**config.mk**
```make
export PLATFORM = sky130hd
export DESIGN_NAME = mfev_ram
export DESIGN_NICKNAME = d
export VERILOG_FILES = /design/src/design/mfev_ram.sv
export SDC_FILE = /design/constraint.sdc
export NUM_CORES = 1
export LEC_CHECK = 0
export ABC_AREA = 1
export BUFFER_PORTS_ARGS = -buffer_cell sky130_fd_sc_hd__buf_2
export CELL_PAD_IN_SITES_DETAIL_PLACEMENT = 1
export CELL_PAD_IN_SITES_GLOBAL_PLACEMENT = 1
export CORE_AREA = 2 2 111 113
export CTS_CLUSTER_SIZE = 8
export DETAILED_ROUTE_END_ITERATION = 6
export DIE_AREA = 0 0 113 115
export GPL_TIMING_DRIVEN = 0
export PLACE_DENSITY = 0.77
export SYNTH_ARGS = -nofsm -noshare
export SYNTH_HDL_FRONTEND = slang
export SYNTH_SLANG_ARGS = --single-unit
```
**constraint.sdc**
```tcl
create_clock -name clk -period 2.05 [get_ports clk]
set_clock_uncertainty 0.05 [all_clocks]
set_input_delay 0 -clock clk [delete_from_list [all_inputs] [get_ports clk]]
set_output_delay 0 -clock clk [all_outputs]
set_load 0.01 [all_outputs]
```
**src/design/mfev_ram.sv**
```systemverilog
// Generic single-port RAM with a registered read.
module mfev_ram #(
  parameter int unsigned Width = 8,
  parameter int unsigned Depth = 16
) (
  input  logic                     clk,
  input  logic                     we,
  input  logic [$clog2(Depth)-1:0] addr,
  input  logic [Width-1:0]         wdata,
  output logic [Width-1:0]         rdata
);
  logic [Width-1:0] mem [Depth];

  always_ff @(posedge clk) begin
    if (we) begin
      mem[addr] <= wdata;
    end
    rdata <= mem[addr];
  end
endmodule

```
# Word-level counts from Yosys, hierarchy flattened
# Memory sizes are Yosys's and may differ from the RTL's. A register that Yosys moved wholly into a read port is not among the register bits.
# Cells that the tools add are included.
# op_classes
add_sub_neg	0
mul	0
div_mod_pow	0
n_lt_le_gt_ge	0
n_eq_ne	0
n_shift	0
muxes	2
n_bitwise	0
n_reduce_logical	0
# op_table
cell	count
1-bit two-way mux	2
# totals
ff_bits	0
latchBits	0
ram_bits	128
mem_bits_ro	0
input_bits	14
out_inout_bits	8
word_cells	3
n_memories	1
# mem_list
name	words	width	read_ports	rd_ports_with_merged_regs	write_ports	line_no	text
mem	16	8	1	1	1	12	logic [Width-1:0] mem [Depth];

# Depth between registers and ports, before layout
# Gate-level depths: netlist of the first run.
# depth
word_depth	2
depth_mapped	11
mapped_depth_nobuf	9

# Worst setup path before layout of the first run
# Ideal clock, no wire load.
# synth_timing
path_type	input-to-reg
start	input port addr[1]
end	memory mem[3][0] (enable)
setup_ns	0.370
arrival_time_ns	1.007
required_ns	1.630
slack_ns	0.623
cell_stages	4
path_buffers	2
path_cell_list	buf_2 -> clkbuf_1 -> nand3_1 -> nor2_1
# synth_rtl
item	line_no	text
start: declaration	8	input logic [$clog2(Depth)-1:0] addr,
end: declaration	12	
# Straight into the memory's write port.

# Worst setup path after layout of the first run
# layout_timing
start	input port addr[1]
end	memory mem[11][7] (enable)
# Straight into the memory's write port.

==> flow_summary_export.csv, run 1 <==
group,metric,value,unit
sta,slew_violations,0,
clock_network,cts_repair_resize_count,0,
detailed_routing,num_vias,3902,
critical_path,launching_element_type_of_the_critical_path,"primary input",
logic_synthesis,synth_area_leader_cell,"sky130_fd_sc_hd__edfxtp_1",
grt,number_of_global_route_vias_before_repair,4083,
critical_path,worstSetupEndpointType,"register",
final_layout,post_layout_nonfiller_instances,755,
logic_synthesis,synth_flop_cell,"sky130_fd_sc_hd__edfxtp_1",
logic_synthesis,synth_seq_area_share,71.6,%
detailed_routing,wl_met2,7600,µm
min_path,min_path_cells,7,
die,rows,40,
grt,grt_pass1_wl,22600,µm
power,power_density,1010,mW/mm²
place,placedCellCount,715,
critical_path,worst_path_max_delay_cell,"sky130_fd_sc_hd__nor2_1",
logic_synthesis,ys_warn_count,0,
logic_synthesis,proportion_of_register_bits_with_asynchronous_set_or_reset_after_synthesis,0,%
critical_path,crit_chain,"buf_2, clkbuf_1, nand3_1, nor2_1",
clock_network,tritoncts.num_buffers,17,
logic_synthesis,synthMostInstantiatedCell,"sky130_fd_sc_hd__nand2_1",
sta,tightestPinTransition,0.816,ns
clock_network,cts-root-buf,"sky130_fd_sc_hd__clkbuf_16",
critical_path,endpoint_of_the_worst_slack_reg_to_reg_timing_path,"rdata[7]$_DFF_P_",
die,floorplan.initialDensity,47.4,%
clock_network,cts-hold-fix-buffers,8,
detailed_routing,vias_per_cell,5.17,
clock_network,cts_sinks,136,
detailed_routing,met3_length,810,µm
min_path,worstHoldPathType,"primary input to register",
sta,hold_slack,0.153,ns
power,power.ir.vdd_worst,578,µV
detailed_routing,drt-pass1-iter-count,6,
grt,grt-ovfl-total,0,
final_layout,syn2layout_area_growth,17.0,%
place,placedInstanceArea,0.00588,mm²
final_layout,final_nets,609,
final_layout,final_core_utilization,55.4,%
final_layout,sequential_cell_area,0.00400,mm²
critical_path,critPathMaxStageDelay,0.71,ns
sta,timing.final.setup_violations,0,
place,pre_cts_ws,-0.202,ns
sta,finalWorstPathRequiredPeriod,1.74,ns
critical_path,setup.reg_to_reg.worst_slack,0.85,ns
clock_network,cts_tree,"yes",
logic_synthesis,syn_inst,548,
critical_path,critical_path_required,2.04,ns
final_layout,antenna_cells,0,
die,fp.dieH,115,µm
clock_network,number_of_buffers_between_clock_root_and_the_deepest_sink,2,
outcome,outcome,"finished with violations",
critical_path,crit_family,"simple AND/OR/NAND/NOR gates",
critical_path,critical_path.reg2reg.startpoint,"mem[7][7]$_DFFE_PP_",
critical_path,cp_num_buf_inv,2,
sta,timing.final.hold_violations,0,
detailed_routing,drt_first_iter_violations,188,
logic_synthesis,synthesis.nets,562,
detailed_routing,route.detailed.drc,2,
die,fp.dieArea,0.0130,mm²
die,ios,22,
logic_synthesis,synth-edff-count,128,
final_layout,num-fill-cells,1298,
detailed_routing,routedWlPerCell,19.5,µm
logic_synthesis,netlist_top_cells_count,"346 x sky130_fd_sc_hd__nand2_1, 128 x sky130_fd_sc_hd__edfxtp_1, 21 x sky130_fd_sc_hd__inv_1",
sta,final_critical_path_setup_slack,0.315,ns
logic_synthesis,top_area_cell_type_share_of_the_netlist_area,68.7,%
grt,maximum_number_of_pins_on_one_net_before_global_route_repair,17,
grt,grtUsageTotal,24.2,%
die,fp.coreArea,0.0118,mm²
critical_path,crit_type,"primary input to register",
detailed_routing,ant_nets,0,
outcome,failed_checks,"DRC",
final_layout,final_layout_size_suffix_gt1_share,11.2,%
detailed_routing,maxUsedRoutingLayer,"met4",
min_path,hold_crit_endpoint,"rdata[1]$_DFF_P_",
sta,timing.setup.tns,0,ns
min_path,hold_start,"addr[1]",
logic_synthesis,ys_ff_latch,136,
final_layout,post-route-cell-area,0.00654,mm²
final_layout,multi_input_area,0.00139,mm²
logic_synthesis,syn-cell-area,0.00559,mm²
sta,unrepaired_setup_endpoints_after_global_routing,"false",
critical_path,timing.reg2reg.worst_path_depth,8,
job,max_cap_violations,0,
clock_network,worst_setup_hold_path_clk_slew,0.05,ns
grt,antenna_found_initial,0,
place,numPortBuffers,20,
die,die_width,113,µm
place,place_hpwl,9520,µm
clock_network,clock_insertion_delay_worst_skew,0.42,ns
sta,clock.fmax,0.576,GHz
power,p_leak,2.82,nW
critical_path,critical_path_arrival,1.73,ns
power,power_consumption,6.58,mW
clock_network,cts_max_level,4,
detailed_routing,wirelength_met1,6050,µm
critical_path,crit_fanout,10,
sta,timing.final.crit_share,84.6,%
logic_synthesis,synth.top_cells.by_area,"sky130_fd_sc_hd__edfxtp_1 69%, sky130_fd_sc_hd__nand2_1 23%, sky130_fd_sc_hd__dfxtp_1 2.9%",
detailed_routing,drt_wl_total,14700,µm
logic_synthesis,post_synth.cell_area_avg,10.2,µm²
clock_network,postCtsSetupRepairBufs,0,
sta,worst_slew_margin_rel,45.4,%
place,finalWeightedCongestion,0.802,
logic_synthesis,yosys.cell_types.count,11,
-- how the worst max path moves through the flow --
stage,slack [ns],depth (start not counted),to,from
2_1_floorplan,0.62,4,mem[3][0]$_DFFE_PP_,addr[1]
3_3_place_gp,0.02,4,mem[7][4]$_DFFE_PP_,addr[1]
3_5_place_dp,-0.20,4,mem[15][6]$_DFFE_PP_,addr[1]
4_1_cts,0.29,4,mem[15][1]$_DFFE_PP_,addr[1]
5_1_grt,0.19,4,mem[15][1]$_DFFE_PP_,addr[1]
6_report,0.31,4,mem[11][7]$_DFFE_PP_,addr[1]
-- power breakdown --
group / switching, mW / internal, mW
combinational: 0.304 / 0.116
sequential: 0.0175 / 3.11
clock: 1.13 / 1.90
-- placed cells by master, fill, tap and decap left out, drive strengths merged --
| cell type | count |
|---|---|
| edfxtp | 128 |
| nand2 | 346 |
| clkbuf | 22 |
| nor2 | 18 |
| dlygate4sd3 | 8 |
| bufinv | 3 |
| buf | 38 |
| clkinvlp | 3 |
| inv | 23 |
| dfxtp | 8 |
| nand3 | 4 |
| clkinv | 7 |
-- sequential cells by signal, indices dropped and copies added, names as in the netlist --
register  flops
rdata         8
mem         128
-- worst min-delay path: stages --
cell and delay (ns):
sky130_fd_sc_hd__buf_2 0.17, sky130_fd_sc_hd__nand2_1 0.12, sky130_fd_sc_hd__nand2_1 0.06, sky130_fd_sc_hd__nand2_1 0.06, sky130_fd_sc_hd__nand2_1 0.05, sky130_fd_sc_hd__inv_1 0.05
sky130_fd_sc_hd__nand2_1 0.05
-- logic make-up (layout without fill, tap and decap cells) --
family                 after synthesis  in the layout  synth area share, %
buffers and inverters               44            104                 3.62
and+or+nand+nor                    368            368                 24.8
DFF                                136            136                 71.6
-- area by class of cell --
cell class / count / share of cell area (%)
clock inverter: 13 / 2.35
inverter: 23 / 1.32
clock buffer: 19 / 6.62
tap: 147 / 2.81
timing repair buffer: 28 / 2.75
buffer: 21 / 1.78
multi-input combinational: 368 / 21.2
sequential: 136 / 61.2
-- routing by layer --
metal / up-vias / GRT usage, %
li1: 1851 / -
met3: 21 / 5.22
met1: 1912 / 30.4
met4: 0 / 8.46
met2: 118 / 42.0
met5: - / 0
Power figures use the tool's default switching activity.
==> run 2: changes to the inputs <==
Clock period 2.05 ns to 1.8 ns, I/O delays scaled along.
==> flow_summary_export.csv, run 2 (synthesized netlist as in run 1, its figures left out) <==
group,metric,value,unit
outcome,outcome,"finished with violations",
outcome,failed_checks,"DRC",
critical_path,critical_path_arrival,1.74,ns
detailed_routing,num_vias,3861,
final_layout,antenna_cells,0,
sta,timing.final.hold_violations,0,
sta,timing.final.crit_share,96.7,%
critical_path,worstSetupEndpointType,"register",
final_layout,multi_input_area,0.00139,mm²
clock_network,cts_max_level,4,
final_layout,leading_cell_types_in_the_layout_fill_and_taps_excluded,"346 x sky130_fd_sc_hd__nand2_1, 128 x sky130_fd_sc_hd__edfxtp_1, 32 x sky130_fd_sc_hd__buf_2",
grt,number_of_global_route_vias_before_repair,4083,
clock_network,tritoncts.num_buffers,17,
sta,tightestPinTransition,0.830,ns
place,numPortBuffers,20,
final_layout,commonest_non_fill_non_tap_cell_in_the_layout,"sky130_fd_sc_hd__nand2_1",
final_layout,final_nets,609,
sta,slew_violations,0,
grt,grt-ovfl-total,0,
clock_network,worst_setup_hold_path_clk_slew,0.05,ns
sta,timing.setup.tns,0,ns
place,pre_cts_ws,-0.452,ns
detailed_routing,route.detailed.drc,2,
sta,final_critical_path_setup_slack,0.0599,ns
final_layout,syn2layout_area_growth,17.1,%
sta,hold_slack,0.145,ns
grt,antenna_found_initial,0,
clock_network,cts-root-buf,"sky130_fd_sc_hd__clkbuf_16",
clock_network,clock_insertion_delay_worst_skew,0.42,ns
sta,finalWorstPathRequiredPeriod,1.74,ns
critical_path,setup.reg_to_reg.worst_slack,0.60,ns
die,fp.dieArea,0.0130,mm²
grt,grt_pass1_wl,22600,µm
min_path,hold_start,"addr[1]",
die,die_width,113,µm
detailed_routing,ant_nets,0,
place,finalWeightedCongestion,0.802,
critical_path,critical_path.reg2reg.startpoint,"mem[6][7]$_DFFE_PP_",
grt,maximum_number_of_pins_on_one_net_before_global_route_repair,17,
final_layout,layout_top_registers,"mem: 128 flops, rdata: 8 flops",
sta,timing.final.setup_violations,0,
place,place_hpwl,9520,µm
final_layout,sequential_cell_area,0.00400,mm²
power,power_density,1150,mW/mm²
critical_path,crit_type,"primary input to register",
min_path,min_path_cells,7,
critical_path,crit_fanout,10,
detailed_routing,routedWlPerCell,19.5,µm
detailed_routing,drt_first_iter_violations,187,
clock_network,cts_tree,"yes",
critical_path,endpoint_of_the_worst_slack_reg_to_reg_timing_path,"rdata[7]$_DFF_P_",
place,placedInstanceArea,0.00588,mm²
die,ios,22,
detailed_routing,drt-pass1-iter-count,7,
min_path,hold_crit_endpoint,"rdata[1]$_DFF_P_",
die,floorplan.initialDensity,47.4,%
final_layout,final_layout_size_suffix_gt1_share,11.5,%
clock_network,number_of_buffers_between_clock_root_and_the_deepest_sink,2,
clock_network,postCtsSetupRepairBufs,0,
job,max_cap_violations,0,
final_layout,num-fill-cells,1299,
die,fp.coreArea,0.0118,mm²
final_layout,regMostFlops,"mem",
die,rows,40,
min_path,worstHoldPathType,"primary input to register",
critical_path,launching_element_type_of_the_critical_path,"primary input",
sta,worst_slew_margin_rel,44.5,%
clock_network,cts_sinks,136,
power,power.ir.vdd_worst,667,µV
power,p_leak,2.82,nW
sta,clock.fmax,0.575,GHz
sta,unrepaired_setup_endpoints_after_global_routing,"true",
final_layout,post-route-cell-area,0.00655,mm²
final_layout,flip_flop_count_of_the_largest_register_all_copies_and_words_added,128,
critical_path,timing.reg2reg.worst_path_depth,8,
grt,grtUsageTotal,24.2,%
detailed_routing,vias_per_cell,5.11,
critical_path,critical_path_required,1.80,ns
die,fp.dieH,115,µm
detailed_routing,drt_wl_total,14700,µm
[run 2: repair_timing]
item                                   4_1_cts  5_1_grt
hold buffers                                 8        0
endpoints found under the hold margin      128        0
setup endpoints to repair                    0       41
gates resized for setup                      0        2
[run 2: layout make-up]
class / count / area share, %
clock buffers: 19 / 6.61
clock inverters: 13 / 2.35
inverters: 23 / 1.32
plain buffers: 21 / 1.78
flip-flops and latches: 136 / 61.1
repair buffers: 28 / 2.75
multi-input cells: 368 / 21.2
well taps: 147 / 2.81
[run 2: where the power goes]
part / total, mW / switching [mW] / internal [mW]
Clock: 3.46 / 1.30 / 2.17
Sequential: 3.56 / 0.0200 / 3.54
Combinational: 0.479 / 0.346 / 0.133
[run 2: worst max path at each step]
stage / startpoint / endpoint / slack (ns) / cells past startpoint
6_report: addr[1] / mem[15][1]$_DFFE_PP_ / 0.06 / 4
5_1_grt: addr[1] / mem[15][1]$_DFFE_PP_ / -0.06 / 4
4_1_cts: addr[1] / mem[15][1]$_DFFE_PP_ / 0.04 / 4
3_5_place_dp: addr[1] / mem[15][6]$_DFFE_PP_ / -0.45 / 4
3_3_place_gp: addr[1] / mem[7][4]$_DFFE_PP_ / -0.23 / 4
2_1_floorplan: addr[1] / mem[3][0]$_DFFE_PP_ / 0.37 / 4
[run 2: per-stage QoR]
stage,total power [mW],instances,utilization (%)
2_1_floorplan,3.88,548,-
3_3_place_gp,4.06,715,49.8
3_5_place_dp,4.08,715,49.8
4_1_cts,7.53,755,55.4
5_1_grt,7.73,755,55.4
6_report,7.50,755,55.4
[run 2: per-layer routing]
metal	global-route usage [%]	part of all wire, %
met1	30.4	41
met5	0	0
met3	5.22	5.3
met2	42.0	52
met4	8.46	1.9
[run 2: worst max-delay path, cell delays in order]
cell                       delay (ns)
sky130_fd_sc_hd__buf_2           0.20
sky130_fd_sc_hd__clkbuf_1        0.44
sky130_fd_sc_hd__nand3_1         0.37
sky130_fd_sc_hd__nor2_1          0.72
==> run 3: changes to the inputs <==
Settings changed: CORE_AREA 2 2 111 113 to 2 2 116 118, DIE_AREA 0 0 113 115 to 0 0 118 120, PLACE_DENSITY 0.77 to 0.74.
Clock period 1.8 ns to 1.5 ns, I/O delays scaled along.
==> flow_summary_export.csv, run 3 (synthesized netlist as in run 1, its figures left out) <==
group,metric,value,unit
place,finalWeightedCongestion,0.770,
grt,maximum_number_of_pins_on_one_net_before_global_route_repair,17,
power,power_consumption,9.48,mW
detailed_routing,routedWlPerCell,18.6,µm
detailed_routing,drt-pass1-iter-count,5,
sta,timing.final.setup_violations,64,
power,power.ir.vdd_worst,908,µV
clock_network,clock_insertion_delay_worst_skew,0.43,ns
sta,tightestPinTransition,0.547,ns
final_layout,syn2layout_area_growth,20.5,%
power,p_leak,2.84,nW
detailed_routing,num_vias,3871,
clock_network,cts-root-buf,"sky130_fd_sc_hd__clkbuf_16",
grt,number_of_global_route_vias_before_repair,4193,
sta,clock.fmax,0.649,GHz
place,numPortBuffers,20,
final_layout,commonest_non_fill_non_tap_cell_in_the_layout,"sky130_fd_sc_hd__nand2_1",
critical_path,endpoint_of_the_worst_slack_reg_to_reg_timing_path,"rdata[3]$_DFF_P_",
min_path,worstHoldPathType,"primary input to register",
die,fp.dieArea,0.0142,mm²
critical_path,critical_path_arrival,1.59,ns
sta,finalWorstPathRequiredPeriod,1.54,ns
critical_path,crit_chain,"buf_2, clkbuf_1, nand3_1, nor2_4",
final_layout,final_nets,609,
sta,timing.setup.tns,-1.63,ns
clock_network,cts_tree,"yes",
outcome,failed_checks,"setup timing",
final_layout,sequential_cell_area,0.00400,mm²
final_layout,final_layout_size_suffix_gt1_share,14.0,%
clock_network,number_of_buffers_between_clock_root_and_the_deepest_sink,2,
grt,antenna_found_initial,0,
detailed_routing,vias_per_cell,4.94,
die,ios,22,
clock_network,cts_sinks,136,
grt,grt_pass1_wl,22600,µm
critical_path,crit_family,"simple AND/OR/NAND/NOR gates",
final_layout,flip_flop_count_of_the_largest_register_all_copies_and_words_added,128,
die,fp.dieH,120,µm
sta,unrepaired_setup_endpoints_after_global_routing,"true",
final_layout,num-fill-cells,1440,
sta,final_critical_path_setup_slack,-0.0419,ns
critical_path,crit_type,"primary input to register",
critical_path,cp_num_buf_inv,2,
critical_path,worst-path-stages,4,
grt,grt-ovfl-total,0,
detailed_routing,ant_nets,0,
critical_path,critPathMaxStageDelay,0.51,ns
die,floorplan.initialDensity,43.1,%
sta,worst_slew_margin_rel,63.4,%
sta,timing.final.crit_share,103,%
die,fp.coreArea,0.0130,mm²
final_layout,multi_input_area,0.00147,mm²
clock_network,postCtsSetupRepairBufs,0,
power,power_density,1410,mW/mm²
sta,slew_violations,0,
critical_path,timing.reg2reg.worst_path_depth,8,
place,place_hpwl,9320,µm
clock_network,worst_setup_hold_path_clk_slew,0.05,ns
critical_path,worst_path_max_delay_cell,"sky130_fd_sc_hd__nand3_1",
critical_path,critical_path.reg2reg.startpoint,"mem[12][3]$_DFFE_PP_",
critical_path,cp-endpoint,"mem[2][7]$_DFFE_PP_",
final_layout,layout_top_registers,"mem: 128 flops, rdata: 8 flops",
die,die_width,118,µm
outcome,outcome,"finished with violations",
job,max_cap_violations,0,
grt,grtUsageTotal,22.2,%
die,rows,42,
final_layout,regMostFlops,"mem",
critical_path,crit_fanout,10,
detailed_routing,drt_wl_total,14600,µm
final_layout,antenna_cells,0,
critical_path,worstSetupEndpointType,"register",
critical_path,setup.reg_to_reg.worst_slack,0.37,ns
clock_network,cts_max_level,4,
critical_path,launching_element_type_of_the_critical_path,"primary input",
final_layout,final_core_utilization,51.9,%
clock_network,tritoncts.num_buffers,17,
critical_path,crit_path_start,"addr[1]",
detailed_routing,route.detailed.drc,0,
final_layout,leading_cell_types_in_the_layout_fill_and_taps_excluded,"346 x sky130_fd_sc_hd__nand2_1, 128 x sky130_fd_sc_hd__edfxtp_1, 32 x sky130_fd_sc_hd__buf_2",
detailed_routing,drt_first_iter_violations,245,
sta,timing.final.hold_violations,0,
critical_path,critical_path_required,1.55,ns
-- run 3: worst min path at each step --
stage | slack [ns] | to | startpoint | depth (start not counted)
2_1_floorplan | 0.05 | mem[0][0]$_DFFE_PP_ | wdata[0] | 0
3_3_place_gp | 0.34 | rdata[1] | rdata[1]$_DFF_P_ | 1
3_5_place_dp | 0.35 | rdata[3] | rdata[3]$_DFF_P_ | 1
4_1_cts | 0.12 | rdata[7]$_DFF_P_ | addr[2] | 6
5_1_grt | 0.08 | rdata[3]$_DFF_P_ | addr[2] | 6
6_report | 0.04 | rdata[7]$_DFF_P_ | addr[2] | 6
-- run 3: through the flow --
| stage | hold slack (ns) | std cells | cell area [µm²] | setup WS, ns |
|---|---|---|---|---|
| 2_1_floorplan | 0.0489 | 548 | 5590 | 0.0728 |
| 3_3_place_gp | 0.345 | 744 | 5910 | -0.546 |
| 3_5_place_dp | 0.345 | 744 | 5910 | -0.651 |
| 4_1_cts | 0.116 | 784 | 6670 | -0.190 |
| 5_1_grt | 0.0840 | 784 | 6740 | -0.156 |
| 6_report | 0.0422 | 784 | 6740 | -0.0419 |
-- run 3: power breakdown --
group          total, mW  switching, mW  internal, mW
logic              0.589          0.427         0.162
registers           4.27         0.0217          4.25
clock network       4.62           1.54          3.09
-- run 3: repair_timing --
item / in CTS / in global routing
hold endpoints to repair: 128 / 0
gates resized for setup: 8 / 18
endpoints found under the setup margin: 128 / 88
hold buffers: 8 / 0
cloned: 0 / 0
-- run 3: final cells by class --
cell class                 instances  share of cell area, %
tap                              176                   3.27
sequential                       136                   59.4
buffer                            21                   1.73
clock inverter                    15                   3.44
timing repair buffer              28                   2.67
multi-input combinational        368                   21.9
inverter                          23                   1.28
clock buffer                      17                   6.31
-- run 3: worst register-to-register path, delay by kind of cell, from the launching register on --
family	cells	cell delay [ns]
and+or+nand+nor	7	0.54
DFF	1	0.39
buffers and inverters	1	0.06
-- run 3: routing by layer --
metal	wire length, µm	GRT usage, %	up-vias	part of all wire, %
met5	0	0	-	0
met4	382	9.86	0	2.6
met3	447	4.61	28	3.1
met2	7580	38.5	74	52
met1	6190	26.8	1918	42
li1	-	-	1851	-
